### src/rtl/slpt_pkg.sv
// Package for the status LED priority timer: shared types and constants.
// Used by the request and CSR interfaces, the engine and the top level.
`timescale 1ns / 1ps
`default_nettype none

package slpt_pkg;

   localparam int TIME_BITS = 32;
   localparam int CFG_BITS  = 32;

   localparam logic [TIME_BITS-1:0] BLINK_HALF_MS = TIME_BITS'(500);

   typedef enum logic [0:0] {
      CSR_AFTERGLOW = 1'b0,
      CSR_STANDBY   = 1'b1
   } csr_index_type;

   typedef struct packed {
      logic                 detect_level;
      logic                 fault_level;
      logic [TIME_BITS-1:0] time_now;
   } item_type;

   typedef struct packed {
      logic red_led;
      logic green_led;
   } led_type;

   typedef struct packed {
      logic                valid;
      csr_index_type       index;
      logic [CFG_BITS-1:0] data;
   } csr_wr_type;

endpackage

`default_nettype wire

### src/rtl/slpt_req_if.sv
// Input channel of the status LED priority timer: levels and timestamp.
// Depends on slpt_pkg for the timestamp width.
`timescale 1ns / 1ps
`default_nettype none

interface slpt_req_if;
   logic                          valid;
   logic                          ready;
   logic                          detect_level;
   logic                          fault_level;
   logic [slpt_pkg::TIME_BITS-1:0] time_now;

   modport source (output valid, detect_level, fault_level, time_now, input ready);
   modport sink   (input valid, detect_level, fault_level, time_now, output ready);
endinterface

`default_nettype wire

### src/rtl/slpt_rsp_if.sv
// Result channel of the status LED priority timer: red and green LED drive.
// No dependencies.
`timescale 1ns / 1ps
`default_nettype none

interface slpt_rsp_if;
   logic valid;
   logic ready;
   logic red_led;
   logic green_led;

   modport source (output valid, red_led, green_led, input ready);
   modport sink   (input valid, red_led, green_led, output ready);
endinterface

`default_nettype wire

### src/rtl/slpt_csr_if.sv
// Configuration write channel of the status LED priority timer.
// Depends on slpt_pkg for the index type and data width.
`timescale 1ns / 1ps
`default_nettype none

interface slpt_csr_if;
   logic                           valid;
   logic                           ready;
   slpt_pkg::csr_index_type        index;
   logic [slpt_pkg::CFG_BITS-1:0]  data;

   modport source (output valid, index, data, input ready);
   modport sink   (input valid, index, data, output ready);
endinterface

`default_nettype wire

### src/rtl/slpt_engine.sv
// Timing engine of the status LED priority timer: edge detection, blink,
// afterglow and standby timers, and the LED priority decision. Uses slpt_pkg.
`timescale 1ns / 1ps
`default_nettype none

module slpt_engine (
   input  wire logic                clock,
   input  wire logic                reset,
   input  wire logic                step_en,
   input  wire slpt_pkg::item_type  item,
   input  wire slpt_pkg::csr_wr_type csr_wr,
   output slpt_pkg::led_type        led
);

   logic [slpt_pkg::TIME_BITS-1:0] afterglow_len_ff;
   logic [slpt_pkg::TIME_BITS-1:0] standby_len_ff;
   logic                           detect_prev_ff, detect_prev_in;
   logic                           fault_prev_ff, fault_prev_in;
   logic                           afterglow_on_ff, afterglow_on_in;
   logic [slpt_pkg::TIME_BITS-1:0] afterglow_start_ff, afterglow_start_in;
   logic [slpt_pkg::TIME_BITS-1:0] idle_start_ff, idle_start_in;
   logic                           blink_phase_ff, blink_phase_in;
   logic [slpt_pkg::TIME_BITS-1:0] blink_start_ff, blink_start_in;
   logic [slpt_pkg::TIME_BITS-1:0] last_time_ff;
   logic [slpt_pkg::TIME_BITS-1:0] now;

   assign now               = item.time_now;

   always_comb begin
      detect_prev_in     = detect_prev_ff;
      fault_prev_in      = fault_prev_ff;
      afterglow_on_in    = afterglow_on_ff;
      afterglow_start_in = afterglow_start_ff;
      idle_start_in      = idle_start_ff;
      blink_phase_in     = blink_phase_ff;
      blink_start_in     = blink_start_ff;
      led                = '0;

      if (item.fault_level != fault_prev_ff) begin
         fault_prev_in  = item.fault_level;
         blink_phase_in = 1'b0;
         blink_start_in = now;
      end

      if (item.detect_level != detect_prev_ff) begin
         if (!item.detect_level) begin
            afterglow_on_in    = (afterglow_len_ff != '0);
            afterglow_start_in = now;
            if (afterglow_len_ff == '0) begin
               idle_start_in = now;
            end
         end else begin
            afterglow_on_in = 1'b0;
            idle_start_in   = now;
         end
         detect_prev_in = item.detect_level;
      end

      if (fault_prev_in) begin
         if ((now - blink_start_in) >= slpt_pkg::BLINK_HALF_MS) begin
            blink_start_in = now;
            blink_phase_in = !blink_phase_in;
         end
         led.red_led = blink_phase_in;
      end else if (detect_prev_in) begin
         led.red_led = 1'b1;
      end else begin
         if (afterglow_on_in && ((now - afterglow_start_in) >= afterglow_len_ff)) begin
            afterglow_on_in = 1'b0;
            idle_start_in   = now;
         end
         if (afterglow_on_in) begin
            led.red_led = 1'b1;
         end else begin
            led.green_led = (standby_len_ff == '0) ||
                            ((now - idle_start_in) < standby_len_ff);
         end
      end
   end

   always_ff @(posedge clock) begin
      if (reset) begin
         afterglow_len_ff   <= '0;
         standby_len_ff     <= '0;
         detect_prev_ff     <= 1'b0;
         fault_prev_ff      <= 1'b0;
         afterglow_on_ff    <= 1'b0;
         afterglow_start_ff <= '0;
         idle_start_ff      <= '0;
         blink_phase_ff     <= 1'b0;
         blink_start_ff     <= '0;
         last_time_ff       <= '0;
      end else if (step_en) begin
         detect_prev_ff     <= detect_prev_in;
         fault_prev_ff      <= fault_prev_in;
         afterglow_on_ff    <= afterglow_on_in;
         afterglow_start_ff <= afterglow_start_in;
         idle_start_ff      <= idle_start_in;
         blink_phase_ff     <= blink_phase_in;
         blink_start_ff     <= blink_start_in;
         last_time_ff       <= now;
      end else if (csr_wr.valid) begin
         unique case (csr_wr.index)
            slpt_pkg::CSR_AFTERGLOW: begin
               afterglow_len_ff <= csr_wr.data;
               if ((csr_wr.data == '0) && afterglow_on_ff) begin
                  afterglow_on_ff <= 1'b0;
                  idle_start_ff   <= last_time_ff;
               end
            end
            slpt_pkg::CSR_STANDBY: begin
               standby_len_ff <= csr_wr.data;
            end
            default: begin
            end
         endcase
      end
   end

endmodule

`default_nettype wire

### src/rtl/status_led_priority_timer.sv
// Status LED priority timer, top level: input word register, timing engine
// and result register. Depends on slpt_pkg, the three channel interfaces
// and slpt_engine.
//
// Each input word carries the detect and fault levels and a wrapping
// millisecond timestamp; each yields exactly one result word with the red
// and green LED drive. The block takes one word per cycle while results are
// taken: a word is registered on acceptance and evaluated against the timer
// state once the result register can take it; its result is then registered
// and offered. The input and result registers form a two-word pipeline, so a
// new word is taken while a finished result still waits. Configuration
// writes are always ready and must only be issued while no word is in flight.
`timescale 1ns / 1ps
`default_nettype none

module status_led_priority_timer (
   input  wire logic   clock,
   input  wire logic   reset,
   slpt_req_if.sink    req_ch,
   slpt_rsp_if.source  rsp_ch,
   slpt_csr_if.sink    csr_ch
);

   logic                 in_valid_ff;
   slpt_pkg::item_type   item_ff;
   logic                 out_valid_ff;
   slpt_pkg::led_type    led_ff;
   slpt_pkg::led_type    led_in;
   slpt_pkg::csr_wr_type csr_wr;
   logic                 advance;
   logic                 req_accept;

   assign advance      = in_valid_ff && (!out_valid_ff || rsp_ch.ready);
   assign req_ch.ready = !in_valid_ff || advance;
   assign req_accept   = req_ch.valid && req_ch.ready;
   assign csr_ch.ready = 1'b1;

   assign csr_wr.valid = csr_ch.valid;
   assign csr_wr.index = csr_ch.index;
   assign csr_wr.data  = csr_ch.data;

   slpt_engine u_engine (
      .clock   (clock),
      .reset   (reset),
      .step_en (advance),
      .item    (item_ff),
      .csr_wr  (csr_wr),
      .led     (led_in)
   );

   always_ff @(posedge clock) begin
      if (reset) begin
         in_valid_ff  <= 1'b0;
         out_valid_ff <= 1'b0;
      end else begin
         if (req_ch.ready) begin
            in_valid_ff <= req_ch.valid;
         end
         if (advance) begin
            out_valid_ff <= 1'b1;
         end else if (rsp_ch.ready) begin
            out_valid_ff <= 1'b0;
         end
      end
      if (req_accept) begin
         item_ff.detect_level <= req_ch.detect_level;
         item_ff.fault_level  <= req_ch.fault_level;
         item_ff.time_now     <= req_ch.time_now;
      end
      if (advance) begin
         led_ff <= led_in;
      end
   end

   assign rsp_ch.valid     = out_valid_ff;
   assign rsp_ch.red_led   = led_ff.red_led;
   assign rsp_ch.green_led = led_ff.green_led;

   a_leds_exclusive: assert property (@(posedge clock) disable iff (reset)
      out_valid_ff |-> !(led_ff.red_led && led_ff.green_led))
      else $error("red and green LEDs driven together");

   a_fault_no_green: assert property (@(posedge clock) disable iff (reset)
      (advance && item_ff.fault_level) |=> !led_ff.green_led)
      else $error("green LED lit while a fault is active");

   a_accept_loads: assert property (@(posedge clock) disable iff (reset)
      req_accept |=> in_valid_ff)
      else $error("accepted word not held in the input register");

   a_result_follows: assert property (@(posedge clock) disable iff (reset)
      advance |=> out_valid_ff)
      else $error("evaluated word produced no result");

endmodule

`default_nettype wire
### src/flat_wrapper.sv
// flat-port wrapper written by rule: the top's interface ports become plain ports
module status_led_priority_timer_flat 
  (clock, reset, req_ch_valid, req_ch_detect_level, req_ch_fault_level, req_ch_time_now, req_ch_ready, rsp_ch_valid, rsp_ch_red_led, rsp_ch_green_led, rsp_ch_ready, csr_ch_valid, csr_ch_index, csr_ch_data, csr_ch_ready);
  slpt_req_if req_ch_i ();
  slpt_rsp_if rsp_ch_i ();
  slpt_csr_if csr_ch_i ();
  input  wire logic clock;
  input  wire logic reset;
  input wire logic [$bits(req_ch_i.valid)-1:0] req_ch_valid;
  input wire logic [$bits(req_ch_i.detect_level)-1:0] req_ch_detect_level;
  input wire logic [$bits(req_ch_i.fault_level)-1:0] req_ch_fault_level;
  input wire logic [$bits(req_ch_i.time_now)-1:0] req_ch_time_now;
  output wire logic [$bits(req_ch_i.ready)-1:0] req_ch_ready;
  output wire logic [$bits(rsp_ch_i.valid)-1:0] rsp_ch_valid;
  output wire logic [$bits(rsp_ch_i.red_led)-1:0] rsp_ch_red_led;
  output wire logic [$bits(rsp_ch_i.green_led)-1:0] rsp_ch_green_led;
  input wire logic [$bits(rsp_ch_i.ready)-1:0] rsp_ch_ready;
  input wire logic [$bits(csr_ch_i.valid)-1:0] csr_ch_valid;
  input wire logic [$bits(csr_ch_i.index)-1:0] csr_ch_index;
  input wire logic [$bits(csr_ch_i.data)-1:0] csr_ch_data;
  output wire logic [$bits(csr_ch_i.ready)-1:0] csr_ch_ready;
  assign req_ch_i.valid = req_ch_valid;
  assign req_ch_i.detect_level = req_ch_detect_level;
  assign req_ch_i.fault_level = req_ch_fault_level;
  assign req_ch_i.time_now = req_ch_time_now;
  assign req_ch_ready = req_ch_i.ready;
  assign rsp_ch_valid = rsp_ch_i.valid;
  assign rsp_ch_red_led = rsp_ch_i.red_led;
  assign rsp_ch_green_led = rsp_ch_i.green_led;
  assign rsp_ch_i.ready = rsp_ch_ready;
  assign csr_ch_i.valid = csr_ch_valid;
  assign csr_ch_i.index = csr_ch_index;
  assign csr_ch_i.data = csr_ch_data;
  assign csr_ch_ready = csr_ch_i.ready;
  status_led_priority_timer u_core (.clock(clock), .reset(reset), .req_ch(req_ch_i), .rsp_ch(rsp_ch_i), .csr_ch(csr_ch_i));
endmodule
### config.mk
export PLATFORM = sky130hd
export DESIGN_NAME = status_led_priority_timer_flat
export DESIGN_NICKNAME = d
export VERILOG_FILES = /design/src/rtl/slpt_pkg.sv /design/src/rtl/slpt_req_if.sv /design/src/rtl/slpt_rsp_if.sv /design/src/rtl/slpt_csr_if.sv /design/src/rtl/slpt_engine.sv /design/src/rtl/status_led_priority_timer.sv /design/src/flat_wrapper.sv
export SDC_FILE = /design/constraint.sdc
export NUM_CORES = 1
export LEC_CHECK = 0
export ABC_AREA = 1
export BUFFER_PORTS_ARGS = -buffer_cell sky130_fd_sc_hd__buf_4
export CORE_ASPECT_RATIO = 0.6
export CORE_UTILIZATION = 50
export CTS_BUF_LIST = sky130_fd_sc_hd__clkbuf_4 sky130_fd_sc_hd__clkbuf_8
export DETAILED_ROUTE_END_ITERATION = 10
export PLACE_DENSITY = 0.64
export SLEW_MARGIN = 30
export SYNTH_ARGS = -nofsm -noshare
export SYNTH_HDL_FRONTEND = slang
export SYNTH_SLANG_ARGS = --single-unit
### constraint.sdc
create_clock -name clock -period 14.2 [get_ports clock]
set_clock_uncertainty 0.1 [all_clocks]
set_input_delay 1.42 -clock clock [delete_from_list [all_inputs] [get_ports clock]]
set_output_delay 1.42 -clock clock [all_outputs]
set_load 0.05 [all_outputs]
==> metrics.txt, run 1 <==
# TYPE chip_impl_metric gauge
chip_impl_info{name="cpLargestDelayFamily",value="simple AND/OR/NAND/NOR gates"} 1
chip_impl_metric{name="leakage",unit="uW"} 0.00873
chip_impl_metric{name="finalWorstPathRequiredPeriod",unit="ns"} 10.92
chip_impl_metric{name="globalRoute.totalOverflow",unit=""} 0
chip_impl_metric{name="use_met1",unit=""} 0.508
chip_impl_metric{name="synth-compound-area-share",unit=""} 0.204
chip_impl_metric{name="area_growth",unit="%"} 9.52
chip_impl_metric{name="ys_seq_area_frac",unit=""} 0.281
chip_impl_metric{name="measured_slew_at_the_worst_slew_check_pin",unit="ns"} 0.922
chip_impl_metric{name="gp_routability_congestion",unit=""} 0.973
chip_impl_metric{name="num-nets-final",unit=""} 2964
chip_impl_metric{name="fin_setup_tns",unit="ns"} 0
chip_impl_metric{name="met3_resource_use_gr",unit=""} 0.0704
chip_impl_metric{name="final_design_area_no_fill",unit="um^2"} 19600
chip_impl_metric{name="grt.met2_usage",unit=""} 0.451
chip_impl_metric{name="post-dp-hpwl",unit="um"} 45900
chip_impl_metric{name="grt_use_total",unit=""} 0.327
chip_impl_metric{name="synth_cell_types",unit=""} 50
chip_impl_info{name="top_library_cells_by_usage_in_the_layout_fill_and_taps_aside",value="nand2_1, a21oi_1, inv_1"} 1
chip_impl_metric{name="vias_in_the_first_global_route",unit=""} 16700
chip_impl_metric{name="fp.dieArea",unit="um^2"} 36600
chip_impl_metric{name="r2r_slack",unit="ns"} 3.28
chip_impl_metric{name="detail_route.wirelength",unit="um"} 60700
chip_impl_info{name="setup.worst_path.class",value="reg2reg"} 1
chip_impl_metric{name="synth_simple_gate_area_share",unit=""} 0.277
chip_impl_metric{name="cts-resized-gates",unit=""} 0
chip_impl_metric{name="synth_xor_xnor_area_share",unit=""} 0.0298
chip_impl_metric{name="post_synth_mux_area_share",unit=""} 0
chip_impl_info{name="class_of_the_worst_hold_path",value="reg2reg"} 1
chip_impl_metric{name="insertion_delay",unit="ns"} 0.58
chip_impl_metric{name="grt_pass1_wl",unit="um"} 93400
chip_impl_info{name="cpMaxStageDelayCell",value="nor2_4"} 1
chip_impl_metric{name="synth-seq-cells",unit=""} 234
chip_impl_metric{name="antenna_found_initial",unit=""} 1
chip_impl_metric{name="layout-drive-gt1-share",unit=""} 0.0827
chip_impl_metric{name="chipHeight",unit="um"} 149
chip_impl_metric{name="synth_area",unit="um^2"} 17900
chip_impl_info{name="startpoint_of_the_worst_register_to_register_path",value="u_core.item_ff[33]"} 1
chip_impl_info{name="crit_top_cell",value="nand2_1"} 1
chip_impl_info{name="layout.cells.most_common",value="nand2_1"} 1
chip_impl_metric{name="cp_slowest_stage_delay",unit="ns"} 0.68
chip_impl_metric{name="hold_path_depth",unit=""} 2
chip_impl_metric{name="timing_max_transition_violations_final",unit=""} 0
chip_impl_metric{name="slew_headroom",unit=""} 0.385
chip_impl_metric{name="place_area",unit="um^2"} 18800
chip_impl_metric{name="number_of_placed_i_o_pins",unit=""} 77
chip_impl_metric{name="antenna_left",unit=""} 0
chip_impl_metric{name="count_of_flip_flops_with_a_built_in_enable_after_synthesis",unit=""} 36
chip_impl_info{name="synth_top_family_by_area",value="simple AND/OR/NAND/NOR gates"} 1
chip_impl_metric{name="final.fill_count",unit=""} 3537
chip_impl_info{name="kind_of_end_point_of_the_critical_path",value="register"} 1
chip_impl_metric{name="clock.fmax",unit="GHz"} 0.0916
chip_impl_metric{name="route.detailed.drc",unit=""} 0
chip_impl_metric{name="fp.dieW",unit="um"} 246
chip_impl_info{name="tritoncts",value="built"} 1
chip_impl_metric{name="initial_utilization",unit=""} 0.510
chip_impl_metric{name="synthesis.instances",unit=""} 2711
chip_impl_info{name="setup.worst_path.start_class",value="register"} 1
chip_impl_metric{name="cp.arrival",unit="ns"} 11.14
chip_impl_metric{name="via_count",unit=""} 18600
chip_impl_info{name="grt_setup_unrepaired",value="false"} 1
chip_impl_metric{name="synth_nets",unit=""} 2948
chip_impl_info{name="ctsRootBufferMaster",value="clkbuf_8"} 1
chip_impl_metric{name="holdBufCountCts",unit=""} 0
chip_impl_metric{name="post_drt_wl_per_cell",unit="um"} 18.8
chip_impl_metric{name="yosysWarningCount",unit=""} 0
chip_impl_metric{name="ys_async_sr_fraction",unit=""} 0
chip_impl_info{name="busiest_metal_layer_after_global_routing",value="met1"} 1
chip_impl_metric{name="setup-violations-final",unit=""} 0
chip_impl_metric{name="floorplan.rows",unit=""} 53
chip_impl_metric{name="drv.max_cap_violation_count",unit=""} 0
chip_impl_info{name="hp-start",value="u_core.u_engine.last_time_ff[8]"} 1
chip_impl_metric{name="hold_violations",unit=""} 0
chip_impl_metric{name="port_buffers",unit=""} 75
chip_impl_metric{name="avgViaCountPerCell",unit=""} 5.78
chip_impl_metric{name="cts-htree-levels",unit=""} 2
chip_impl_info{name="crit-reg2reg-capture",value="u_core.rsp_ch.green_led"} 1
chip_impl_metric{name="synth_adder_area_share",unit=""} 0.116
chip_impl_metric{name="vdd_drop_max",unit="V"} 0.0000954
chip_impl_metric{name="first_pass_iters",unit=""} 6
chip_impl_metric{name="cp_max_fo",unit=""} 38
chip_impl_metric{name="number_of_violations_reported_at_the_end_of_detailed_routing_iteration_0",unit=""} 1905
chip_impl_metric{name="largest_net_degree_at_the_start_of_global_routing",unit=""} 71
chip_impl_metric{name="cts-buffers-inserted",unit=""} 39
chip_impl_metric{name="design.core.area",unit="um^2"} 35100
chip_impl_metric{name="ctsLongestPathBuffers",unit=""} 3
chip_impl_info{name="hold_path_end",value="u_core.u_engine.last_time_ff[8]"} 1
chip_impl_metric{name="layout_worst_path_cycle_share",unit=""} 0.769
chip_impl_metric{name="clock-sinks",unit=""} 234
chip_impl_metric{name="clk_transition_reported_paths",unit="ns"} 0.07
chip_impl_info{name="run_status",value="finished, final reports clean"} 1
chip_impl_metric{name="cp_data_required_time",unit="ns"} 14.42
chip_impl_metric{name="pwr_density_cell",unit="nW/um^2"} 138
chip_impl_metric{name="syn_avg_cell_area",unit="um^2"} 6.61
chip_impl_metric{name="cts_setup_buffers",unit=""} 0
chip_impl_metric{name="crit_buf_inv",unit=""} 2
chip_impl_metric{name="reg2regPathDepth",unit=""} 47
chip_impl_info{name="synth_flop_cell",value="dfxtp_1"} 1
## final cells by class
class / count / area (um^2) / share of cell area
Antenna cell: 1 / 2.50 / 0.000127
Clock buffer: 61 / 771 / 0.0393
Clock inverter: 9 / 101 / 0.00516
Inverter: 305 / 1150 / 0.0584
Multi-Input combinational cell: 2057 / 11300 / 0.575
Sequential cell: 234 / 5040 / 0.257
Tap cell: 467 / 584 / 0.0298
Timing Repair Buffer: 90 / 696 / 0.0354
## flip-flops by register name (all words and copies together), names as in the netlist
name	count
u_core.item_ff	34
u_core.u_engine.afterglow_len_ff	32
u_core.u_engine.afterglow_start_ff	32
u_core.u_engine.blink_start_ff	32
u_core.u_engine.idle_start_ff	32
u_core.u_engine.last_time_ff	32
u_core.u_engine.standby_len_ff	32
u_core.in_valid_ff	1
u_core.rsp_ch.green_led	1
u_core.rsp_ch.red_led	1
u_core.rsp_ch.valid	1
u_core.u_engine.afterglow_on_ff	1
u_core.u_engine.blink_phase_ff	1
u_core.u_engine.detect_prev_ff	1
u_core.u_engine.fault_prev_ff	1
## per-layer routing
| metal | wire, um | part of all wire |
|---|---|---|
| met4 | 1160 | 0.019 |
| met3 | 5300 | 0.087 |
| met1 | 30400 | 0.50 |
| met2 | 23800 | 0.39 |
| met5 | 13 | 0.00021 |
## metrics by stage
stage	hold WS, ns	util	instances	worst slack (ns)	power (uW)
global placement	0.344	0.533	3152	3.63	1970
finish	0.363	0.559	3224	3.28	2710
global route	0.378	0.559	3223	2.53	2900
detailed placement	0.353	0.534	3153	3.70	2000
floorplan	0.331	-	2711	6.27	1650
CTS	0.363	0.559	3223	3.68	2690
## how the worst max path moves through the flow
stage / startpoint / to / slack (ns) / depth (start not counted)
after floorplan: u_core.item_ff[33] / u_core.rsp_ch.green_led / 6.27 / 44
after global placement: u_core.item_ff[33] / u_core.rsp_ch.green_led / 3.63 / 48
after detailed placement: u_core.item_ff[33] / u_core.rsp_ch.green_led / 3.70 / 48
after CTS: u_core.item_ff[33] / u_core.rsp_ch.green_led / 3.68 / 48
after global routing: u_core.item_ff[33] / u_core.rsp_ch.green_led / 2.53 / 47
final: u_core.item_ff[33] / u_core.rsp_ch.green_led / 3.28 / 47
## power by group
part	total (uW)	switching [uW]	internal [uW]
combinational	1270	824	446
sequential	752	34.0	718
clock	684	301	383
## worst reg2reg max path: cells and delay by family, from the launching register on
kind	cells	cell delay [ns]
buffers and inverters	2	0.47
AO/OA/AOI/OAI	12	3.24
AND/OR/NAND/NOR	27	4.66
adder cells (fa/ha/maj)	5	1.64
flip-flops	1	0.47
XOR/XNOR	1	0.12
## cells in the mapped netlist (35+ instances only)
| library cell | n | area share |
|---|---|---|
| a21oi_1 | 358 | 0.10 |
| and2_1 | 35 | 0.012 |
| clkbuf_1 | 97 | 0.020 |
| dfxtp_1 | 198 | 0.22 |
| edfxtp_1 | 36 | 0.060 |
| ha_1 | 162 | 0.11 |
| inv_1 | 299 | 0.063 |
| nand2_1 | 594 | 0.12 |
| nand3_1 | 225 | 0.063 |
| nor2_1 | 134 | 0.028 |
| o21ai_0 | 287 | 0.080 |
| xor2_1 | 40 | 0.020 |
## cells by family (layout without fill, tap and decap cells)
group                    count (synthesis)  after routing
AND/OR/NAND/NOR                       1127           1127
other                                    1              2
buffers and inverters                  420            465
XOR/XNOR                                61             61
flip-flops                             234            234
adder cells (fa/ha/maj)                165            165
AO/OA/AOI/OAI                          703            703
Note: power is estimated with default switching activity, not from simulation.
==> inputs of run 2 (changes only) <==
PLACE_DENSITY = 0.66   (was 0.64)
clock period = 9.65 ns   (was 14.2 ns; I/O delays follow)
==> metrics.txt, run 2 (synthesized netlist as in run 1, its figures left out) <==
# TYPE chip_impl_metric gauge
chip_impl_info{name="kind_of_end_point_of_the_critical_path",value="register"} 1
chip_impl_metric{name="floorplan.rows",unit=""} 53
chip_impl_metric{name="timing_max_transition_violations_final",unit=""} 0
chip_impl_metric{name="cts-buffers-inserted",unit=""} 39
chip_impl_metric{name="crit_buf_inv",unit=""} 3
chip_impl_info{name="cpMaxStageDelayCell",value="edfxtp_1"} 1
chip_impl_metric{name="final.fill_count",unit=""} 3441
chip_impl_metric{name="num-nets-final",unit=""} 2981
chip_impl_metric{name="pwr_density_cell",unit="nW/um^2"} 202
chip_impl_info{name="ctsRootBufferMaster",value="clkbuf_8"} 1
chip_impl_metric{name="clock.fmax",unit="GHz"} 0.110
chip_impl_metric{name="cp_data_required_time",unit="ns"} 9.88
chip_impl_metric{name="register_area",unit="um^2"} 5040
chip_impl_metric{name="globalRoute.totalOverflow",unit=""} 0
chip_impl_metric{name="ctsLongestPathBuffers",unit=""} 3
chip_impl_metric{name="gp_routability_congestion",unit=""} 1.01
chip_impl_metric{name="finalWorstPathRequiredPeriod",unit="ns"} 9.06
chip_impl_metric{name="grt_use_total",unit=""} 0.318
chip_impl_metric{name="cp_max_fo",unit=""} 13
chip_impl_metric{name="fp.dieW",unit="um"} 246
chip_impl_metric{name="insertion_delay",unit="ns"} 0.59
chip_impl_metric{name="place_area",unit="um^2"} 18900
chip_impl_metric{name="vdd_drop_max",unit="V"} 0.000138
chip_impl_info{name="layout.cells.most_common",value="nand2_1"} 1
chip_impl_metric{name="post_drt_wl_per_cell",unit="um"} 18.2
chip_impl_metric{name="cts-htree-levels",unit=""} 2
chip_impl_metric{name="initial_utilization",unit=""} 0.510
chip_impl_info{name="crit_top_cell",value="nand2_1"} 1
chip_impl_info{name="grt_setup_unrepaired",value="false"} 1
chip_impl_metric{name="drv.max_cap_violation_count",unit=""} 0
chip_impl_info{name="tritoncts",value="built"} 1
chip_impl_metric{name="leakage",unit="uW"} 0.00884
chip_impl_metric{name="area_growth",unit="%"} 10.8
chip_impl_metric{name="largest_register_ffs",unit=""} 34
chip_impl_metric{name="number_of_placed_i_o_pins",unit=""} 77
chip_impl_metric{name="hold_violations",unit=""} 0
chip_impl_info{name="run_status",value="finished, final reports clean"} 1
chip_impl_metric{name="layout-drive-gt1-share",unit=""} 0.0916
chip_impl_info{name="setup.worst_path.class",value="reg2reg"} 1
chip_impl_metric{name="chipHeight",unit="um"} 149
chip_impl_metric{name="antenna_found_initial",unit=""} 1
chip_impl_metric{name="slew_headroom",unit=""} 0.344
chip_impl_info{name="top_library_cells_by_usage_in_the_layout_fill_and_taps_aside",value="nand2_1, a21oi_1, inv_1"} 1
chip_impl_metric{name="clock-sinks",unit=""} 234
chip_impl_info{name="top_register",value="u_core.item_ff"} 1
chip_impl_metric{name="fp.dieArea",unit="um^2"} 36600
chip_impl_metric{name="number_of_violations_reported_at_the_end_of_detailed_routing_iteration_0",unit=""} 1723
chip_impl_metric{name="first_pass_iters",unit=""} 8
chip_impl_metric{name="avgViaCountPerCell",unit=""} 5.70
chip_impl_metric{name="clk_transition_reported_paths",unit="ns"} 0.07
chip_impl_info{name="setup.worst_path.start_class",value="register"} 1
chip_impl_metric{name="route.detailed.drc",unit=""} 0
chip_impl_metric{name="vias_in_the_first_global_route",unit=""} 16800
chip_impl_info{name="cpLargestDelayFamily",value="compound AO/OA/AOI/OAI gates"} 1
chip_impl_metric{name="layout_worst_path_cycle_share",unit=""} 0.939
chip_impl_metric{name="fin_setup_tns",unit="ns"} 0
chip_impl_metric{name="final_design_area_no_fill",unit="um^2"} 19900
chip_impl_metric{name="multi_input_area",unit="um^2"} 11300
chip_impl_metric{name="final_core_utilization",unit=""} 0.565
chip_impl_info{name="class_of_the_worst_hold_path",value="reg2reg"} 1
chip_impl_metric{name="cp_slowest_stage_delay",unit="ns"} 0.49
chip_impl_metric{name="grt_pass1_wl",unit="um"} 92100
chip_impl_metric{name="cp.arrival",unit="ns"} 9.29
chip_impl_metric{name="holdBufCountCts",unit=""} 0
chip_impl_metric{name="setup-violations-final",unit=""} 0
chip_impl_metric{name="measured_slew_at_the_worst_slew_check_pin",unit="ns"} 0.983
chip_impl_metric{name="largest_net_degree_at_the_start_of_global_routing",unit=""} 130
chip_impl_metric{name="port_buffers",unit=""} 75
chip_impl_metric{name="detail_route.wirelength",unit="um"} 58800
chip_impl_metric{name="via_count",unit=""} 18500
chip_impl_metric{name="design.core.area",unit="um^2"} 35100
chip_impl_metric{name="post-dp-hpwl",unit="um"} 44200
chip_impl_metric{name="antenna_left",unit=""} 0
-- run 2: layer usage --
metal / GRT usage / routed length, um / vias to the layer above
met3: 0.0662 / 4940 / 84
met5: 0 / 0 / -
li1: - / - / 9177
met1: 0.483 / 29100 / 8552
met4: 0.0744 / 1010 / 0
met2: 0.452 / 23800 / 649
-- run 2: path summary, 6_finish.rpt --
check,cells past startpoint,startpoint,slack [ns],end
worst max-delay path,45,u_core.item_ff[33],0.59,u_core.rsp_ch.green_led
worst min-delay path,2,u_core.u_engine.afterglow_start_ff[0],0.36,u_core.u_engine.afterglow_start_ff[0]
worst max register to register,45,u_core.item_ff[33],0.59,u_core.rsp_ch.green_led
worst min register to register,2,u_core.u_engine.afterglow_start_ff[0],0.36,u_core.u_engine.afterglow_start_ff[0]
-- run 2: final cells by class --
type | instances | area share
multi-input cells | 2057 | 0.571
clock inverters | 12 | 0.00731
diodes | 1 | 0.000126
clock buffers | 57 | 0.0373
well taps | 467 | 0.0294
flip-flops and latches | 234 | 0.254
repair buffers | 107 | 0.0433
inverters | 305 | 0.0578
-- run 2: timing repair --
action,in CTS,in global routing
endpoints found under the setup margin,1,1
pin swaps,1,1
setup buffers,3,0
resized for setup,2,21
-- run 2: per-stage QoR --
step	hold slack, ns	cells	power [uW]	setup WS, ns
after floorplan	0.331	2711	2430	1.72
after global placement	0.344	3166	2890	-0.127
after detailed placement	0.347	3167	2930	-0.358
after CTS	0.359	3239	3990	0.103
after global routing	0.374	3240	4310	0.00991
final	0.361	3240	4020	0.592
-- run 2: report_power, final --
part | internal [uW] | switching (uW) | total (uW)
sequential | 1060 | 42.9 | 1100
combinational | 683 | 1200 | 1880
clock | 576 | 461 | 1040
-- run 2: worst register-to-register path: cells and delay by family (launching register included) --
| family | cells | cell delay, ns |
|---|---|---|
| AOI/OAI and AO/OA | 15 | 3.10 |
| adders and majority gates | 6 | 1.86 |
| and+or+nand+nor | 20 | 2.75 |
| DFF | 1 | 0.49 |
| buffers and inverters | 3 | 0.44 |
| xor gates and xnor gates | 1 | 0.09 |
==> inputs of run 3 (changes only) <==
ABC_AREA = 0   (was 1)
CORE_ASPECT_RATIO = unset   (was 0.6)
PLACE_DENSITY = 0.67   (was 0.66)
SLEW_MARGIN = 5   (was 30)
==> metrics.txt, run 3 <==
# TYPE chip_impl_metric gauge
chip_impl_metric{name="leakage",unit="uW"} 0.00818
chip_impl_metric{name="cts-htree-levels",unit=""} 2
chip_impl_metric{name="cts-buffers-inserted",unit=""} 41
chip_impl_info{name="synth_common_cells",value="nand2_1, dfxtp_1, a21oi_1"} 1
chip_impl_metric{name="via_count",unit=""} 15200
chip_impl_metric{name="synth_area",unit="um^2"} 16500
chip_impl_metric{name="avgViaCountPerCell",unit=""} 5.74
chip_impl_info{name="run_status",value="finished, final reports clean"} 1
chip_impl_info{name="synth_top_family_by_area",value="compound AO/OA/AOI/OAI gates"} 1
chip_impl_metric{name="insertion_delay",unit="ns"} 0.60
chip_impl_metric{name="chipHeight",unit="um"} 184
chip_impl_metric{name="antenna_found_initial",unit=""} 0
chip_impl_metric{name="finalWorstPathRequiredPeriod",unit="ns"} 9.41
chip_impl_metric{name="synth_nets",unit=""} 2238
chip_impl_metric{name="slew_headroom",unit=""} 0.155
chip_impl_metric{name="design.core.area",unit="um^2"} 32500
chip_impl_metric{name="route.detailed.drc",unit=""} 0
chip_impl_metric{name="pwr_density_cell",unit="nW/um^2"} 189
chip_impl_metric{name="globalRoute.totalOverflow",unit=""} 0
chip_impl_metric{name="clk_transition_reported_paths",unit="ns"} 0.06
chip_impl_metric{name="ys_async_sr_fraction",unit=""} 0
chip_impl_metric{name="floorplan.rows",unit=""} 66
chip_impl_metric{name="multi_input_area",unit="um^2"} 11000
chip_impl_metric{name="post-dp-hpwl",unit="um"} 35400
chip_impl_metric{name="placed_cells_incl_taps",unit=""} 2560
chip_impl_metric{name="clock.fmax",unit="GHz"} 0.106
chip_impl_metric{name="yosysWarningCount",unit=""} 0
chip_impl_info{name="synth_top_area_cell",value="dfxtp_1"} 1
chip_impl_metric{name="final_cell_count_no_fill",unit=""} 2652
chip_impl_metric{name="drv.max_cap_violation_count",unit=""} 0
chip_impl_metric{name="measured_slew_at_the_worst_slew_check_pin",unit="ns"} 1.27
chip_impl_metric{name="cp_data_required_time",unit="ns"} 9.96
chip_impl_metric{name="post_synth_mux_area_share",unit=""} 0.0972
chip_impl_metric{name="grt_use_total",unit=""} 0.282
chip_impl_info{name="setup.worst_path.class",value="reg2reg"} 1
chip_impl_metric{name="detail_route.wirelength",unit="um"} 47700
chip_impl_metric{name="vdd_drop_max",unit="V"} 0.000137
chip_impl_metric{name="fp.dieArea",unit="um^2"} 33800
chip_impl_info{name="kind_of_end_point_of_the_critical_path",value="register"} 1
chip_impl_metric{name="largest_register_ffs",unit=""} 34
chip_impl_metric{name="post_drt_wl_per_cell",unit="um"} 18.0
chip_impl_metric{name="area_growth",unit="%"} 19.0
chip_impl_metric{name="vias_in_the_first_global_route",unit=""} 14500
chip_impl_metric{name="synth_simple_gate_area_share",unit=""} 0.193
chip_impl_metric{name="number_of_placed_i_o_pins",unit=""} 77
chip_impl_metric{name="clock-sinks",unit=""} 234
chip_impl_metric{name="crit_buf_inv",unit=""} 7
chip_impl_info{name="layout.cells.most_common",value="nand2_1"} 1
chip_impl_metric{name="fp.dieW",unit="um"} 184
chip_impl_metric{name="ctsLongestPathBuffers",unit=""} 3
chip_impl_info{name="top_register",value="u_core.item_ff"} 1
chip_impl_metric{name="cp_slowest_stage_delay",unit="ns"} 0.43
chip_impl_info{name="cpLargestDelayFamily",value="compound AO/OA/AOI/OAI gates"} 1
chip_impl_metric{name="number_of_violations_reported_at_the_end_of_detailed_routing_iteration_0",unit=""} 986
chip_impl_metric{name="layout_worst_path_cycle_share",unit=""} 0.976
chip_impl_info{name="synth_flop_cell",value="dfxtp_1"} 1
chip_impl_metric{name="synth-seq-cells",unit=""} 234
chip_impl_metric{name="final_core_utilization",unit=""} 0.604
chip_impl_info{name="top_library_cells_by_usage_in_the_layout_fill_and_taps_aside",value="nand2_1, buf_4, dfxtp_1"} 1
chip_impl_metric{name="post-synth-top-area-fraction",unit=""} 0.240
chip_impl_info{name="cpMaxStageDelayCell",value="edfxtp_1"} 1
chip_impl_metric{name="antenna_left",unit=""} 0
chip_impl_info{name="yosys-top-cells-area",value="dfxtp_1, ha_1, mux2i_1"} 1
chip_impl_metric{name="synth_cell_types",unit=""} 74
chip_impl_metric{name="final.fill_count",unit=""} 2977
chip_impl_info{name="class_of_the_worst_hold_path",value="reg2reg"} 1
chip_impl_metric{name="setup-violations-final",unit=""} 0
chip_impl_metric{name="layout-drive-gt1-share",unit=""} 0.174
chip_impl_metric{name="first_pass_iters",unit=""} 5
chip_impl_metric{name="grt_pass1_wl",unit="um"} 75400
chip_impl_metric{name="port_buffers",unit=""} 75
chip_impl_metric{name="cp.arrival",unit="ns"} 9.72
chip_impl_metric{name="hold_path_depth",unit=""} 2
chip_impl_metric{name="synth-compound-area-share",unit=""} 0.195
chip_impl_metric{name="initial_utilization",unit=""} 0.508
chip_impl_metric{name="register_area",unit="um^2"} 5050
chip_impl_metric{name="syn_avg_cell_area",unit="um^2"} 8.26
chip_impl_metric{name="timing_max_transition_violations_final",unit=""} 0
chip_impl_metric{name="ys_seq_area_frac",unit=""} 0.305
chip_impl_metric{name="reg2regPathDepth",unit=""} 50
chip_impl_info{name="ctsRootBufferMaster",value="clkbuf_8"} 1
chip_impl_metric{name="gp_routability_congestion",unit=""} 0.923
chip_impl_metric{name="hold_violations",unit=""} 0
chip_impl_metric{name="synthesis.instances",unit=""} 2001
chip_impl_metric{name="holdBufCountCts",unit=""} 0
chip_impl_metric{name="antenna_cells",unit=""} 0
chip_impl_metric{name="critical_path_cell_count",unit=""} 50
chip_impl_metric{name="synth_xor_xnor_area_share",unit=""} 0.0376
chip_impl_metric{name="cp_max_fo",unit=""} 7
chip_impl_metric{name="num-nets-final",unit=""} 2414
chip_impl_metric{name="count_of_flip_flops_with_a_built_in_enable_after_synthesis",unit=""} 36
chip_impl_info{name="tritoncts",value="built"} 1
chip_impl_info{name="grt_setup_unrepaired",value="true"} 1
chip_impl_info{name="setup.worst_path.start_class",value="register"} 1
chip_impl_metric{name="largest_net_degree_at_the_start_of_global_routing",unit=""} 125
chip_impl_metric{name="synth_adder_area_share",unit=""} 0.126
chip_impl_info{name="yosysMostFrequentCell",value="nand2_1"} 1
-- run 3: cell type report --
type / count / area share
well taps: 442 / 0.0281
clock inverters: 7 / 0.00229
inverters: 93 / 0.0178
clock buffers: 69 / 0.0438
repair buffers: 232 / 0.0904
multi-input cells: 1575 / 0.561
flip-flops and latches: 234 / 0.257
-- run 3: tightest hold or removal path, cell delays in order (launching register included) --
cell,delay (ns)
dfxtp_1,0.31
nand2_1,0.05
a21oi_1,0.05
-- run 3: where the power goes --
| group | switching (uW) | internal [uW] | total, uW |
|---|---|---|---|
| Sequential | 51.7 | 1050 | 1100 |
| Clock | 437 | 566 | 1000 |
| Combinational | 851 | 753 | 1600 |
| Total | 1340 | 2370 | 3710 |
-- run 3: cell families (layout without fill, tap and decap cells) --
kind of cell / after synthesis / after routing
AND/OR/NAND/NOR: 679 / 679
flip-flops: 234 / 234
XOR/XNOR: 71 / 71
other: 1 / 1
AO/OA/AOI/OAI: 499 / 499
adder cells (fa/ha/maj): 165 / 165
buffers and inverters: 192 / 401
multiplexers: 160 / 160
-- run 3: per-stage QoR --
step	hold WS (ns)	total power, uW	setup slack [ns]	setup TNS, ns	area [um^2]
detailed placement	0.348	2600	-0.546	-0.546	18300
floorplan	0.337	2130	0.00987	0	16600
global placement	0.342	2570	-0.279	-0.279	18300
finish	0.353	3710	0.236	0	19700
global route	0.372	3950	-0.261	-0.261	19700
CTS	0.356	3640	0.0199	0	19400
-- run 3: worst paths after layout --
kind / startpoint / end / slack (ns)
worst max-delay path: u_core.item_ff[33] / u_core.rsp_ch.green_led / 0.24
worst min-delay path: u_core.u_engine.last_time_ff[21] / u_core.u_engine.last_time_ff[21] / 0.35
worst max register to register: u_core.item_ff[33] / u_core.rsp_ch.green_led / 0.24
worst min register to register: u_core.u_engine.last_time_ff[21] / u_core.u_engine.last_time_ff[21] / 0.35
-- run 3: what timing repair did --
action                                 in CTS  in global routing
gates resized for setup                    29                 48
setup endpoints to repair                   1                  1
setup buffers                               3                 13
pin swaps                                   9                 41
endpoints found under the hold margin       0                  0
-- run 3: per-layer routing --
layer  vias up  GRT usage  wire (um)
met1      7261      0.355      20900
met5         -          0          0
met4         0      0.100       1400
li1       7534          -          -
met3        76     0.0414       2140
met2       339      0.486      23200
